==> src/design/positional_pid_antiwindup_defines.svh <==
// Assertion macros used by the positional PID top level.
`ifndef POSITIONAL_PID_ANTIWINDUP_DEFINES_SVH
`define POSITIONAL_PID_ANTIWINDUP_DEFINES_SVH

// A condition that must hold in the same cycle as its trigger.
`define PPA_ASSERT_SAME(label, clk, rstn, ante, cons, msg) \
    label: assert property (@(posedge clk) disable iff (!rstn) (ante) |-> (cons)) \
        else $error(msg);

// A condition that must hold in the cycle after its trigger.
`define PPA_ASSERT_NEXT(label, clk, rstn, ante, cons, msg) \
    label: assert property (@(posedge clk) disable iff (!rstn) (ante) |=> (cons)) \
        else $error(msg);

`endif

==> src/design/ppa_pkg.sv <==
// Shared types, constants and register codes of the positional PID controller.
`timescale 1ns / 1ps

package ppa_pkg;

    // Fixed field widths of the sample and result words.
    localparam int DATA_WIDTH = 16;
    localparam int CFG_WIDTH  = 16;
    localparam int GAIN_WIDTH = 16;

    // The error is the sample difference times ten, which needs five bits more than a sample.
    localparam int ERR_WIDTH = DATA_WIDTH + 5;
    localparam logic signed [ERR_WIDTH-1:0] ERR_SCALE = ERR_WIDTH'(10);

    // Defaults for the top-level parameters.
    localparam int GAIN_FRAC_BITS_DEF = 8;
    localparam int SUM_WIDTH_DEF      = 40;

    // Configuration register indexes.
    localparam int REG_IDX_WIDTH = 3;
    localparam logic [REG_IDX_WIDTH-1:0] REG_KP_GAIN        = 3'd0;
    localparam logic [REG_IDX_WIDTH-1:0] REG_KI_GAIN        = 3'd1;
    localparam logic [REG_IDX_WIDTH-1:0] REG_KD_GAIN        = 3'd2;
    localparam logic [REG_IDX_WIDTH-1:0] REG_INTEGRAL_UPPER = 3'd3;
    localparam logic [REG_IDX_WIDTH-1:0] REG_INTEGRAL_LOWER = 3'd4;
    localparam logic [REG_IDX_WIDTH-1:0] REG_DRIVE_UPPER    = 3'd5;
    localparam logic [REG_IDX_WIDTH-1:0] REG_DRIVE_LOWER    = 3'd6;

    // Register values after reset.
    localparam logic signed [CFG_WIDTH-1:0] INTEGRAL_UPPER_RST = CFG_WIDTH'(300);
    localparam logic signed [CFG_WIDTH-1:0] INTEGRAL_LOWER_RST = CFG_WIDTH'(-300);
    localparam logic signed [CFG_WIDTH-1:0] DRIVE_UPPER_RST    = CFG_WIDTH'(1000);
    localparam logic signed [CFG_WIDTH-1:0] DRIVE_LOWER_RST    = CFG_WIDTH'(-1000);

    // Input word: one sample and its setpoint.
    typedef struct packed {
        logic signed [DATA_WIDTH-1:0] measured_value;
        logic signed [DATA_WIDTH-1:0] setpoint_value;
    } ppa_in_t;

    // Result word: the clamped drive and the two limit flags.
    typedef struct packed {
        logic signed [DATA_WIDTH-1:0] drive_value;
        logic                         integral_clamped;
        logic                         drive_clamped;
    } ppa_out_t;

    // Status of the bit-serial multiplier seen by the sequencer.
    typedef struct packed {
        logic busy;
        logic done;
    } ppa_mul_stat_t;

endpackage

==> src/design/ppa_bitser_mul.sv <==
// Bit-serial shift-and-add multiplier: signed multiplicand, unsigned multiplier.
`timescale 1ns / 1ps

module ppa_bitser_mul
    import ppa_pkg::*;
#(
    parameter int MCAND_W  = SUM_WIDTH_DEF,
    parameter int MPLIER_W = 2 * GAIN_WIDTH,
    parameter int PROD_W   = SUM_WIDTH_DEF + GAIN_WIDTH
) (
    input  logic                       aclk,
    input  logic                       aresetn,
    input  logic                       start,
    input  logic signed [MCAND_W-1:0]  mcand,
    input  logic        [MPLIER_W-1:0] mplier,
    output ppa_mul_stat_t              stat,
    output logic signed [PROD_W-1:0]   product
);

    logic signed [PROD_W-1:0]   acc_reg;
    logic signed [PROD_W-1:0]   mc_reg;
    logic        [MPLIER_W-1:0] mp_reg;
    logic                       busy_reg;
    logic                       mp_zero;

    // The run ends once no set multiplier bit is left.
    assign mp_zero     = (mp_reg == '0);
    assign stat.busy   = busy_reg;
    assign stat.done   = busy_reg && mp_zero;
    assign product     = acc_reg;

    // Run flag.
    always_ff @(posedge aclk) begin
        if (!aresetn) begin
            busy_reg <= 1'b0;
        end else if (start) begin
            busy_reg <= 1'b1;
        end else if (stat.done) begin
            busy_reg <= 1'b0;
        end
    end

    // One multiplier bit per cycle: add the shifted multiplicand when the bit is set.
    always_ff @(posedge aclk) begin
        if (start) begin
            acc_reg <= '0;
            mc_reg  <= PROD_W'(mcand);
            mp_reg  <= mplier;
        end else if (busy_reg && !mp_zero) begin
            if (mp_reg[0]) begin
                acc_reg <= acc_reg + mc_reg;
            end
            mc_reg <= mc_reg <<< 1;
            mp_reg <= mp_reg >> 1;
        end
    end

endmodule

==> src/design/positional_pid_antiwindup.sv <==
// Top level of the positional PID controller with integral clamp.
// Accepts one word at a time: s_ready is high only while idle, so a new word waits until
// the last result is in the output register. The shared bit-serial multiplier takes one
// multiplier bit per cycle and stops after the highest set bit (up to 16 multiplier bits
// for each gain product and up to 32 for kp*kd times the error change).
// Reset is synchronous and active low: it clears the error sum and previous error and
// reloads the register defaults; there is no clearing pass.
`timescale 1ns / 1ps
`include "positional_pid_antiwindup_defines.svh"

module positional_pid_antiwindup
    import ppa_pkg::*;
#(
    parameter int GAIN_FRAC_BITS = GAIN_FRAC_BITS_DEF,
    parameter int SUM_WIDTH      = SUM_WIDTH_DEF
) (
    input  logic                     aclk,
    input  logic                     aresetn,
    input  logic                     cfg_wr_en,
    input  logic [REG_IDX_WIDTH-1:0] cfg_wr_index,
    input  logic [CFG_WIDTH-1:0]     cfg_wr_data,
    input  logic                     s_valid,
    output logic                     s_ready,
    input  ppa_in_t                  s_data,
    output logic                     m_valid,
    input  logic                     m_ready,
    output ppa_out_t                 m_data
);

    // Derived widths.
    localparam int F      = GAIN_FRAC_BITS;
    localparam int F2     = 2 * GAIN_FRAC_BITS;
    localparam int DIFF_W = DATA_WIDTH + 1;
    localparam int DERR_W = ERR_WIDTH + 1;
    localparam int P_W    = GAIN_WIDTH + ERR_WIDTH;
    localparam int I_W    = SUM_WIDTH + GAIN_WIDTH;
    localparam int KPD_W  = 2 * GAIN_WIDTH;
    localparam int D_W    = KPD_W + DERR_W;
    localparam int ACC_W  = (I_W > D_W) ? I_W : D_W;
    localparam int MC_A   = (SUM_WIDTH > DERR_W) ? SUM_WIDTH : DERR_W;
    localparam int MC_W   = (MC_A > GAIN_WIDTH + 1) ? MC_A : GAIN_WIDTH + 1;
    localparam int ICL_W  = CFG_WIDTH + F;
    localparam int PI_W   = ((P_W > ICL_W) ? P_W : ICL_W) + 1;
    localparam int TOT_A  = ((PI_W + F) > D_W) ? (PI_W + F) : D_W;
    localparam int TOT_W  = ((TOT_A > CFG_WIDTH + F2) ? TOT_A : CFG_WIDTH + F2) + 1;

    // Half an output unit for round to nearest, ties up.
    localparam logic signed [TOT_W-1:0] HALF =
        (F2 > 0) ? (TOT_W'(1) <<< ((F2 > 0) ? F2 - 1 : 0)) : '0;

    // Sequencer states.
    localparam logic [3:0] ST_IDLE    = 4'd0;
    localparam logic [3:0] ST_ERR     = 4'd1;
    localparam logic [3:0] ST_SUM     = 4'd2;
    localparam logic [3:0] ST_MUL_P   = 4'd3;
    localparam logic [3:0] ST_MUL_I   = 4'd4;
    localparam logic [3:0] ST_ILIM_HI = 4'd5;
    localparam logic [3:0] ST_ILIM_LO = 4'd6;
    localparam logic [3:0] ST_MUL_KPD = 4'd7;
    localparam logic [3:0] ST_MUL_D   = 4'd8;
    localparam logic [3:0] ST_TOTAL   = 4'd9;
    localparam logic [3:0] ST_DLIM_HI = 4'd10;
    localparam logic [3:0] ST_DLIM_LO = 4'd11;
    localparam logic [3:0] ST_OUT     = 4'd12;

    logic [3:0] state_reg;
    logic [3:0] state_next;

    // Configuration registers.
    logic        [GAIN_WIDTH-1:0] kp_reg;
    logic        [GAIN_WIDTH-1:0] ki_reg;
    logic        [GAIN_WIDTH-1:0] kd_reg;
    logic signed [CFG_WIDTH-1:0]  iu_reg;
    logic signed [CFG_WIDTH-1:0]  il_reg;
    logic signed [CFG_WIDTH-1:0]  du_reg;
    logic signed [CFG_WIDTH-1:0]  dl_reg;

    // Controller state and working registers.
    logic signed [SUM_WIDTH-1:0] sum_reg;
    logic signed [ERR_WIDTH-1:0] prev_reg;
    logic signed [DIFF_W-1:0]    diff_reg;
    logic signed [ERR_WIDTH-1:0] err_reg;
    logic signed [DERR_W-1:0]    derr_reg;
    logic signed [P_W-1:0]       p_reg;
    logic signed [I_W-1:0]       i_reg;
    logic        [KPD_W-1:0]     kpd_reg;
    logic signed [D_W-1:0]       d_reg;
    logic signed [TOT_W-1:0]     tot_reg;
    logic                        ic_reg;
    logic                        dc_reg;
    logic                        m_valid_reg;
    ppa_out_t                    m_data_reg;

    // Combinational helpers.
    logic signed [ERR_WIDTH-1:0] err_comb;
    logic signed [DERR_W-1:0]    err_pos;
    logic signed [DERR_W-1:0]    err_neg;
    logic signed [I_W-1:0]       iu_ext;
    logic signed [I_W-1:0]       il_ext;
    logic signed [TOT_W-1:0]     du_ext;
    logic signed [TOT_W-1:0]     dl_ext;
    logic signed [ICL_W-1:0]     i_cl;
    logic signed [PI_W-1:0]      pi_sum;
    logic signed [TOT_W-1:0]     tot_comb;
    logic signed [TOT_W-1:0]     rnd_sum;
    logic signed [TOT_W-1:0]     rnd_shift;
    logic                        out_free;

    // Multiplier interface.
    logic                     in_mul;
    logic                     mul_start;
    logic signed [MC_W-1:0]   mul_mcand;
    logic        [KPD_W-1:0]  mul_mplier;
    ppa_mul_stat_t            mul_stat;
    logic signed [ACC_W-1:0]  mul_prod;

    // Saturating add into the running error sum.
    function automatic logic signed [SUM_WIDTH-1:0] sum_sat_add(
        input logic signed [SUM_WIDTH-1:0] s,
        input logic signed [DERR_W-1:0]    delta
    );
        logic signed [SUM_WIDTH:0] wide;
        wide = (SUM_WIDTH + 1)'(s) + (SUM_WIDTH + 1)'(delta);
        if (wide[SUM_WIDTH] != wide[SUM_WIDTH-1]) begin
            sum_sat_add = wide[SUM_WIDTH] ? {1'b1, {(SUM_WIDTH - 1){1'b0}}}
                                          : {1'b0, {(SUM_WIDTH - 1){1'b1}}};
        end else begin
            sum_sat_add = wide[SUM_WIDTH-1:0];
        end
    endfunction

    // Error scaling, limit alignment and the final sum.
    assign err_comb  = ERR_WIDTH'(diff_reg) * ERR_SCALE;
    assign err_pos   = DERR_W'(err_reg);
    assign err_neg   = -DERR_W'(err_reg);
    assign iu_ext    = I_W'(iu_reg) <<< F;
    assign il_ext    = I_W'(il_reg) <<< F;
    assign du_ext    = TOT_W'(du_reg) <<< F2;
    assign dl_ext    = TOT_W'(dl_reg) <<< F2;
    assign i_cl      = i_reg[ICL_W-1:0];
    assign pi_sum    = PI_W'(p_reg) + PI_W'(i_cl);
    assign tot_comb  = (TOT_W'(pi_sum) <<< F) + TOT_W'(d_reg);
    assign rnd_sum   = tot_reg + HALF;
    assign rnd_shift = rnd_sum >>> F2;
    assign out_free  = !m_valid_reg || m_ready;

    // Handshake outputs.
    assign s_ready = (state_reg == ST_IDLE);
    assign m_valid = m_valid_reg;
    assign m_data  = m_data_reg;

    // Operand selection for the shared multiplier.
    assign in_mul = (state_reg == ST_MUL_P) || (state_reg == ST_MUL_I) ||
                    (state_reg == ST_MUL_KPD) || (state_reg == ST_MUL_D);
    assign mul_start = in_mul && !mul_stat.busy;

    always_comb begin
        mul_mcand  = '0;
        mul_mplier = '0;
        case (state_reg)
            ST_MUL_P: begin
                mul_mcand  = MC_W'(err_reg);
                mul_mplier = KPD_W'(kp_reg);
            end
            ST_MUL_I: begin
                mul_mcand  = MC_W'(sum_reg);
                mul_mplier = KPD_W'(ki_reg);
            end
            ST_MUL_KPD: begin
                mul_mcand  = MC_W'(kp_reg);
                mul_mplier = KPD_W'(kd_reg);
            end
            ST_MUL_D: begin
                mul_mcand  = MC_W'(derr_reg);
                mul_mplier = kpd_reg;
            end
            default: begin
            end
        endcase
    end

    ppa_bitser_mul #(
        .MCAND_W  (MC_W),
        .MPLIER_W (KPD_W),
        .PROD_W   (ACC_W)
    ) u_mul (
        .aclk    (aclk),
        .aresetn (aresetn),
        .start   (mul_start),
        .mcand   (mul_mcand),
        .mplier  (mul_mplier),
        .stat    (mul_stat),
        .product (mul_prod)
    );

    // Next-state logic of the sequencer.
    always_comb begin
        state_next = state_reg;
        unique case (state_reg)
            ST_IDLE:    if (s_valid) state_next = ST_ERR;
            ST_ERR:     state_next = ST_SUM;
            ST_SUM:     state_next = ST_MUL_P;
            ST_MUL_P:   if (mul_stat.done) state_next = ST_MUL_I;
            ST_MUL_I:   if (mul_stat.done) state_next = ST_ILIM_HI;
            ST_ILIM_HI: state_next = ST_ILIM_LO;
            ST_ILIM_LO: state_next = ST_MUL_KPD;
            ST_MUL_KPD: if (mul_stat.done) state_next = ST_MUL_D;
            ST_MUL_D:   if (mul_stat.done) state_next = ST_TOTAL;
            ST_TOTAL:   state_next = ST_DLIM_HI;
            ST_DLIM_HI: state_next = ST_DLIM_LO;
            ST_DLIM_LO: state_next = ST_OUT;
            ST_OUT:     if (out_free) state_next = ST_IDLE;
            default:    state_next = ST_IDLE;
        endcase
    end

    // State, configuration, persistent controller state and the output valid flag.
    always_ff @(posedge aclk) begin
        if (!aresetn) begin
            state_reg   <= ST_IDLE;
            kp_reg      <= '0;
            ki_reg      <= '0;
            kd_reg      <= '0;
            iu_reg      <= INTEGRAL_UPPER_RST;
            il_reg      <= INTEGRAL_LOWER_RST;
            du_reg      <= DRIVE_UPPER_RST;
            dl_reg      <= DRIVE_LOWER_RST;
            sum_reg     <= '0;
            prev_reg    <= '0;
            m_valid_reg <= 1'b0;
        end else begin
            state_reg <= state_next;

            if (cfg_wr_en) begin
                unique case (cfg_wr_index)
                    REG_KP_GAIN:        kp_reg <= cfg_wr_data;
                    REG_KI_GAIN:        ki_reg <= cfg_wr_data;
                    REG_KD_GAIN:        kd_reg <= cfg_wr_data;
                    REG_INTEGRAL_UPPER: iu_reg <= cfg_wr_data;
                    REG_INTEGRAL_LOWER: il_reg <= cfg_wr_data;
                    REG_DRIVE_UPPER:    du_reg <= cfg_wr_data;
                    REG_DRIVE_LOWER:    dl_reg <= cfg_wr_data;
                    default: begin
                    end
                endcase
            end

            // The sum takes the new error, and gives it back when the integral hits a limit.
            case (state_reg)
                ST_SUM: begin
                    sum_reg  <= sum_sat_add(sum_reg, err_pos);
                    prev_reg <= err_reg;
                end
                ST_ILIM_HI: if (i_reg > iu_ext) sum_reg <= sum_sat_add(sum_reg, err_neg);
                ST_ILIM_LO: if (i_reg < il_ext) sum_reg <= sum_sat_add(sum_reg, err_neg);
                default: begin
                end
            endcase

            if (state_reg == ST_OUT && out_free) begin
                m_valid_reg <= 1'b1;
            end else if (m_ready) begin
                m_valid_reg <= 1'b0;
            end
        end
    end

    // Working datapath registers, stepped by the sequencer.
    always_ff @(posedge aclk) begin
        case (state_reg)
            ST_IDLE: begin
                diff_reg <= DIFF_W'(s_data.setpoint_value) - DIFF_W'(s_data.measured_value);
            end
            ST_ERR: begin
                err_reg <= err_comb;
            end
            ST_SUM: begin
                derr_reg <= err_pos - DERR_W'(prev_reg);
            end
            ST_MUL_P: if (mul_stat.done) p_reg <= mul_prod[P_W-1:0];
            ST_MUL_I: if (mul_stat.done) i_reg <= mul_prod[I_W-1:0];
            ST_ILIM_HI: begin
                if (i_reg > iu_ext) begin
                    i_reg  <= iu_ext;
                    ic_reg <= 1'b1;
                end else begin
                    ic_reg <= 1'b0;
                end
            end
            ST_ILIM_LO: begin
                if (i_reg < il_ext) begin
                    i_reg  <= il_ext;
                    ic_reg <= 1'b1;
                end
            end
            ST_MUL_KPD: if (mul_stat.done) kpd_reg <= mul_prod[KPD_W-1:0];
            ST_MUL_D:   if (mul_stat.done) d_reg <= mul_prod[D_W-1:0];
            ST_TOTAL: begin
                tot_reg <= tot_comb;
            end
            ST_DLIM_HI: begin
                if (tot_reg > du_ext) begin
                    tot_reg <= du_ext;
                    dc_reg  <= 1'b1;
                end else begin
                    dc_reg <= 1'b0;
                end
            end
            ST_DLIM_LO: begin
                if (tot_reg < dl_ext) begin
                    tot_reg <= dl_ext;
                    dc_reg  <= 1'b1;
                end
            end
            ST_OUT: begin
                if (out_free) begin
                    m_data_reg.drive_value      <= rnd_shift[DATA_WIDTH-1:0];
                    m_data_reg.integral_clamped <= ic_reg;
                    m_data_reg.drive_clamped    <= dc_reg;
                end
            end
            default: begin
            end
        endcase
    end

    // A finished word waits in the last state while the output register is occupied.
    `PPA_ASSERT_NEXT(a_out_held, aclk, aresetn, state_reg == ST_OUT && m_valid_reg && !m_ready, state_reg == ST_OUT, "result overwrote a word not yet taken")

    // With ordered limits the clamped integral lies between them.
    `PPA_ASSERT_NEXT(a_int_range, aclk, aresetn, state_reg == ST_ILIM_LO && il_reg <= iu_reg && !$past(cfg_wr_en), i_reg >= $past(il_ext) && i_reg <= $past(iu_ext), "integral outside its limits")

    // With ordered limits the clamped total lies between the drive limits.
    `PPA_ASSERT_NEXT(a_drive_range, aclk, aresetn, state_reg == ST_DLIM_LO && dl_reg <= du_reg && !$past(cfg_wr_en), tot_reg >= $past(dl_ext) && tot_reg <= $past(du_ext), "drive total outside its limits")

    // The multiplier only finishes while the sequencer waits on it.
    `PPA_ASSERT_SAME(a_mul_owned, aclk, aresetn, mul_stat.done, in_mul, "multiplier finished outside a multiply state")

endmodule
==> config.mk <==
export PLATFORM = sky130hd
export DESIGN_NAME = positional_pid_antiwindup
export DESIGN_NICKNAME = d
export VERILOG_FILES = /design/src/design/ppa_pkg.sv /design/src/design/ppa_bitser_mul.sv /design/src/design/positional_pid_antiwindup.sv
export VERILOG_INCLUDE_DIRS = /design/src /design/src/design
export SDC_FILE = /design/constraint.sdc
export NUM_CORES = 2
export LEC_CHECK = 0
export BUFFER_PORTS_ARGS = -buffer_cell sky130_fd_sc_hd__buf_2
export CELL_PAD_IN_SITES_DETAIL_PLACEMENT = 0
export CELL_PAD_IN_SITES_GLOBAL_PLACEMENT = 1
export CORE_ASPECT_RATIO = 0.75
export CORE_MARGIN = 10
export CORE_UTILIZATION = 30
export CTS_BUF_LIST = sky130_fd_sc_hd__clkbuf_4 sky130_fd_sc_hd__clkbuf_8 sky130_fd_sc_hd__clkbuf_16
export DETAILED_ROUTE_END_ITERATION = 6
export HOLD_SLACK_MARGIN = 0.1
export PLACE_DENSITY = 0.61
export SLEW_MARGIN = 30
export SYNTH_ARGS = -nofsm -noshare
export SYNTH_HDL_FRONTEND = slang
export SYNTH_SLANG_ARGS = --single-unit
==> constraint.sdc <==
create_clock -name aclk -period 8.9 [get_ports aclk]
set_input_delay 1.78 -clock aclk [delete_from_list [all_inputs] [get_ports aclk]]
set_output_delay 1.78 -clock aclk [all_outputs]
set_load 0.1 [all_outputs]
-- Yosys cells after proc, flatten, opt, wreduce, memory -nomap -nowiden
Index checks and enable logic that the tools add are counted.
- reductions and logical operators: 40
- add/subtract/negate cells: 9
- divide/modulo/power cells: 0
- shift-type cells: 0
- order comparisons: 4
- equal/unequal tests: 30
- muxes and demuxes: 37
- multiply operators: 1
- bitwise gates (word level): 0
- operators by type and width (kind ; number):
    $mux W56 ; 5
    $mux W40 ; 6
    $pmux W56 S3 ; 1
    $pmux W55 S3 ; 1
    $pmux W40 S4 ; 1
    $pmux W32 S4 ; 1
    $pmux W40 S3 ; 1
    $mux W55 ; 2
    $mux W32 ; 2
    $add A56 B56 Y56 ; 1
    $gt A56 B24 Y1 ; 1
    $lt A56 B24 Y1 ; 1
    $add A46 B54 Y55 ; 1
    $gt A55 B32 Y1 ; 1
    $lt A55 B32 Y1 ; 1
    $pmux W4 S13 ; 1
    $add A40 B21 Y41 ; 1
    $add A40 B22 Y41 ; 1
    $add A37 B24 Y38 ; 1
    $add A32 B17 Y32 const B ; 1
    $logic_not A32 Y1 ; 1
    $reduce_and A2 Y1 ; 14
    $mux W4 ; 6
    $neg A21 Y22 ; 1
    24 further kinds ; 68
- logic and storage cells: 149
- latch bits: 0
- output and inout bits: 20
- memories: 0
- flip-flop bits (word level): 635
- input bits: 56
- RAM bits: 0
- bits in read-only memories: 0

-- Logic depth before layout (Yosys ltp)
- word-level depth: 6
- depth in mapped cells: 25
- depth with buffers taken out: 24

-- Modules after synthesis
A second synthesis with hierarchy kept.
- cells, all modules: 4757
- area, all modules: 43274.0 µm²
- modules (own cells, without submodules) (module ; cells an instance ; sequential area each (µm²) ; area an instance (µm²) ; instances):
    positional_pid_antiwindup ; 3844 ; 12912.4 ; 34429.3 ; 1
    ppa_bitser_mul ; 913 ; 3783.6 ; 8844.7 ; 1

-- Worst setup path before layout
OpenSTA, ideal clock, no wires.
- path kind: register to register
- from: register dl_reg[15]
- to: register tot_reg[0] (enable)
- arrival: 5.670 ns
- buffers on the path: 0
- setup slack: 2.729 ns
- data required time: 8.399 ns
- stages on the path, launching flop included: 14
- setup time: 0.501 ns
- clock period less this slack: 6.171 ns
- cells stage by stage: dfxtp_1 -> inv_1 -> ha_1 -> a21o_1 -> a21o_1 -> a21oi_1 -> nor2b_1 -> o21ai_0 -> a21oi_1 -> or3_1 -> a21oi_1 -> o41ai_1 -> a211o_1 -> a31oi_1
- longest elaborated chain between the ends: 3
- RTL lines (item ; line ; RTL):
    start: declaration ; positional_pid_antiwindup.sv:76 ; logic signed [CFG_WIDTH-1:0] dl_reg;
    start signal: assignment ; positional_pid_antiwindup.sv:242 ; REG_DRIVE_LOWER: dl_reg <= cfg_wr_data;
    $lt A55 B32 Y1 ; positional_pid_antiwindup.sv:310 ; if (tot_reg < dl_ext) begin
    $ne A2 B2 Y1 (no source line) ; - ;
    $reduce_and A3 Y1 (no source line) ; - ;
    end signal: assignment ; positional_pid_antiwindup.sv:299 ; tot_reg <= tot_comb;
    end signal: assignment ; positional_pid_antiwindup.sv:303 ; tot_reg <= du_ext;
    end signal: assignment ; positional_pid_antiwindup.sv:311 ; tot_reg <= dl_ext;
    end: declaration ; positional_pid_antiwindup.sv:88 ; logic signed [TOT_W-1:0] tot_reg;
Every way passes these cells.
A chain may end at the register's enable or synchronous reset.

-- Worst setup path in the final report
- from: register err_reg[20]
- to: register sum_reg[38]
- longest elaborated chain between the ends: 6
- elaborated cells on any way between the ends: 12
- those cells by class: add/sub: 3; eq/ne: 2; mux: 7
- RTL lines (item ; line ; RTL):
    start: declaration ; positional_pid_antiwindup.sv:82 ; logic signed [ERR_WIDTH-1:0] err_reg;
    start signal: assignment ; positional_pid_antiwindup.sv:275 ; err_reg <= err_comb;
    $neg A21 Y22 ; positional_pid_antiwindup.sv:135 ; assign err_neg = -DERR_W'(err_reg);
    $add A40 B22 Y41 ; positional_pid_antiwindup.sv:123 ; wide = (SUM_WIDTH + 1)'(s) + (SUM_WIDTH + 1)'(delta);
    $mux W40 / $ne A1 B1 Y1 (equally long branches) ; positional_pid_antiwindup.sv:125, positional_pid_antiwindup.sv:124 ;
    $mux W40 ; positional_pid_antiwindup.sv:124 ; if (wide[SUM_WIDTH] != wide[SUM_WIDTH-1]) begin
    $mux W40 (on tied branches) ; positional_pid_antiwindup.sv:255, positional_pid_antiwindup.sv:254 ;
    $pmux W40 S3 (*) ; positional_pid_antiwindup.sv:249 ; case (state_reg)
    end signal: assignment ; positional_pid_antiwindup.sv:251 ; sum_reg <= sum_sat_add(sum_reg, err_pos);
    end signal: assignment ; positional_pid_antiwindup.sv:254 ; ST_ILIM_HI: if (i_reg > iu_ext) sum_reg <= sum_sat_add(sum_reg, err_neg);
    end signal: assignment ; positional_pid_antiwindup.sv:255 ; ST_ILIM_LO: if (i_reg < il_ext) sum_reg <= sum_sat_add(sum_reg, err_neg);
    end: declaration ; positional_pid_antiwindup.sv:79 ; logic signed [SUM_WIDTH-1:0] sum_reg;
Mark *: on every way between the ends. The rest lies on a longest branch, timed or not. The select of a mux whose other input is x is not followed.

==> results by group <==
Clock network
  • Clk_lat worst skew: ~0.67 ns
  • CTS Sinks: 634
  • Htree depth: 3
  • CTS tree: done
  • Hold-fix buffers, CTS: 0
  • CTS root buf: clkbuf_16
  • Post-CTS Setup Inserts: 0
  • Post-CTS resize count: 0
  • Clk buf depth: 3
  • CTS buffer count: 72
  • Clk slew on worst S/H paths: 0.06 ns

Logic synthesis
  • Commonest register cell after synthesis: edfxtp_1
  • Synth warnings: 0
  • Distinct cell type count after synthesis: between 90 and 100
  • Main combinational cell family by area after synthesis: compound AO/OA/AOI/OAI gates
  • Async S/R FF share, synth: 0%
  • Adder-Cell Fraction of Synth Area: 13.91%
  • Syn_area_per_cell: 9.057 um2
  • Synth top area cells: edfxtp_1 28%, ha_1 14%, dfxtp_1 11%
  • Synth area leader: edfxtp_1
  • Count leader, synth: nand2_1
  • Synth Net Count: 5,199
  • Synth Area in Compound Gates: 22.23%
  • Synth top area share: 28.36%
  • Post-synth design cell area: between 40,000 and 50,000 um2
  • Post-synth top cells: 573 x nand2_1, 549 x a21oi_1, 458 x ha_1
  • Mux share of post-synthesis cell area: less than 1%
  • Synth Area in XOR/XNOR: 4.942%
  • Yosys reg bits: 634
  • Syn Inst Count: 4,677
  • Seq/Total Area, Yosys: 39.41%
  • Post-Synth Simple-Gate Area: between 15 and 20%
  • Number of synthesized flops with an enable pin: 400

Placed design
  • Input/output buffers: 75
  • Final GP Congestion: ~0.87
  • DP Worst Slack: 2.594 ns
  • DP HPWL: 96.40 mm

Floorplanning
  • Core box area: 140,400 um2
  • Die width: 453.9 um
  • Die area: 156,800 um2
  • IO Pins: 76
  • Num rows: 119
  • Die Y-Extent: 345.4 um
  • Starting density of the core: 30.17%

Hold path
  • Beginning of the worst hold path: dc_reg
  • Hold WC Path Type: flip-flop to flip-flop
  • Hold path depth: 0
  • Hold endpoint: m_data[0]

Setup path
  • Setup CP Type: flip-flop to flip-flop
  • Slowest stage cell, crit path: o41ai_1
  • Critical Path AT: 7.11 ns
  • Worst Path Max Fanout: 41
  • CP endpoint kind: flip-flop
  • CP Cell Sequence: buf_4 > inv_1 > buf_4 > ha_1 > nor4_1 > and2_1 > a221oi_1 > o21bai_1 > a211oi_2 > o41ai_1 > a221oi_2 > o21bai_1 > a21oi_1 > xor2_1 > ha_1 > buf_4 > clkinv_1 > or4_1 > a21oi_1 > a41o_1 > nor3_1 > o31ai_1
  • CP most frequent cell: buf_4
  • Reg2Reg Setup Slack: 2.35 ns
  • Startpoint Class: flip-flop
  • Crit-path max cell delay: 0.89 ns
  • FF-to-FF End: sum_reg[38]
  • Reg2reg start: err_reg[20]
  • R2R cell count: 22
  • Worst Path Required: 9.46 ns

Routing
  • Drt first pass iters: 5
  • Drt wl/cell: 19.68 um
  • Final WL: 129.9 mm
  • Initial DRC count: 2,678
  • Routed Antenna Nets: 0
  • DRC viols: 0
  • Via density: 5.218
  • Vias: around 34,000

Power
  • Combinational share of power: about two fifths
  • Switch share: 40.13%
  • Leak: ~18 nW
  • Internal power: 7.441 mW
  • NetSw: 4.988 mW
  • Reg power frac: about a third
  • Clock Power Share: 25.5%
  • PwrDens: 262.8 nW/um2
  • Worst VDD drop: 0.2008 mV

Timing
  • Setup tns final: 0 ns
  • Min Tclk post-route: 6.548 ns
  • Relative slew slack: 32.53%
  • RSZ-0062 raised after global routing: no
  • Setup Viol. Count Final: 0
  • Hold Vio Cnt, Final: 0
  • Setup Skew: 0.03453 ns
  • Worst Tran Pin Value: 0.9989 ns
  • Final worst setup slack: 2.352 ns
  • Fmax: 152.7 MHz
  • Worst hold margin: ~0.42 ns
  • Final Cycle Share: between 70% and 80%
  • Slew Limit Fails: 0

Finish
  • Proportion of layout cells with a drive suffix above 1: 7.093%
  • Layout area overhead: 11.64%
  • # nets final: 5,186

GRT
  • Vias in the first global route: ~33,000
  • Overall Global Routing Usage: between 10% and 20%
  • Largest net degree at the start of global routing: 90
  • Overflow after GRT: 0
  • First-pass GRT wire length: around 200 mm
  • Initial antenna violation count: 1

Outcome
  • Status: finished clean

Flow run
  • Max Cap Viol: 0
[cells by family (layout without fill, tap and decap cells)]
logic type	after synthesis	after routing
buffers and inverters	439	485
DFF	634	634
adders and majority gates	466	466
and+or+nand+nor	1418	1418
other	0	3
xor gates and xnor gates	239	239
muxes	5	5
AOI/OAI and AO/OA	1476	1476
[power groups by stage]
stage | sequential (mW) | clock, mW | combinational, mW
global route | 4.34 | 3.37 | 5.53
detailed placement | 4.35 | 0 | 4.91
floorplan | 4.02 | 0 | 3.78
CTS | 4.28 | 3.26 | 4.94
global placement | 4.33 | 0 | 4.95
finish | 4.29 | 3.17 | 4.97
[metal layers]
layer | up-vias | global-route usage, % | wire length (um)
met5 | - | 0 | 0
met4 | 0 | 3.447 | 2588
met3 | 135 | 2.565 | 7225
met2 | 799 | 22.82 | 52380
met1 | 16340 | 24.82 | 67730
li1 | 17170 | - | -
[per-stage QoR]
step | cell area [um2] | std cells | util (%) | total power, mW
after global routing | 47290 | 6599 | 33.68 | 13.24
after detailed placement | 44750 | 6464 | 31.87 | 9.254
after CTS | 47260 | 6597 | 33.66 | 12.48
after floorplan | 42360 | 4677 | - | 7.807
final | 47290 | 6601 | 33.68 | 12.43
after global placement | 44740 | 6464 | 31.86 | 9.288
[worst max path at each step]
stage	start	to	slack, ns	depth (start not counted)
2_1_floorplan	dl_reg[15]	tot_reg[0]	2.73	13
6_report	err_reg[20]	sum_reg[38]	2.35	22
3_3_place_gp	err_reg[20]	sum_reg[38]	2.51	22
4_1_cts	err_reg[20]	sum_reg[38]	2.56	22
3_5_place_dp	err_reg[20]	sum_reg[38]	2.59	22
5_1_grt	err_reg[20]	sum_reg[38]	1.92	22
[area by class of cell]
class | instances | area, um2
timing repair buffer | 125 | 770.7
clock inverter | 35 | 411.6
sequential | 634 | 16700
clock buffer | 98 | 2095
multi-input combinational | 3604 | 24110
antenna | 3 | 7.507
inverter | 227 | 854.6
fill | 14450 | 93110
tap | 1875 | 2346
[critical path, delay by kind of cell, from the launching register on]
| family | cells | cell delay [ns] |
|---|---|---|
| flip-flops | 1 | 0.32 |
| adder cells (fa/ha/maj) | 2 | 0.80 |
| AND/OR/NAND/NOR | 4 | 1.34 |
| XOR/XNOR | 1 | 0.15 |
| AO/OA/AOI/OAI | 10 | 2.24 |
| buffers and inverters | 5 | 1.57 |
[cell usage in the layout (no fill, tap or decap), types with 50 or more instances in the layout]
cell type | Yosys | final
a21o_1 | 162 | 162
a21oi_1 | 549 | 549
a22oi_1 | 81 | 81
a31oi_1 | 77 | 76
buf_2 | 31 | 75
clkbuf_16 | 0 | 74
dfxtp_1 | 234 | 233
edfxtp_1 | 400 | 400
ha_1 | 458 | 458
inv_1 | 214 | 214
nand2_1 | 573 | 572
nand2b_1 | 54 | 54
nand3_1 | 90 | 90
nand4_1 | 65 | 65
nor2_1 | 314 | 305
nor2b_1 | 56 | 56
nor3_1 | 85 | 79
o211ai_1 | 50 | 50
o21a_1 | 55 | 55
o21ai_0 | 157 | 157
o31ai_1 | 50 | 50
xnor2_1 | 181 | 181
xor2_1 | 58 | 58
(Power assumes the default switching activity.)
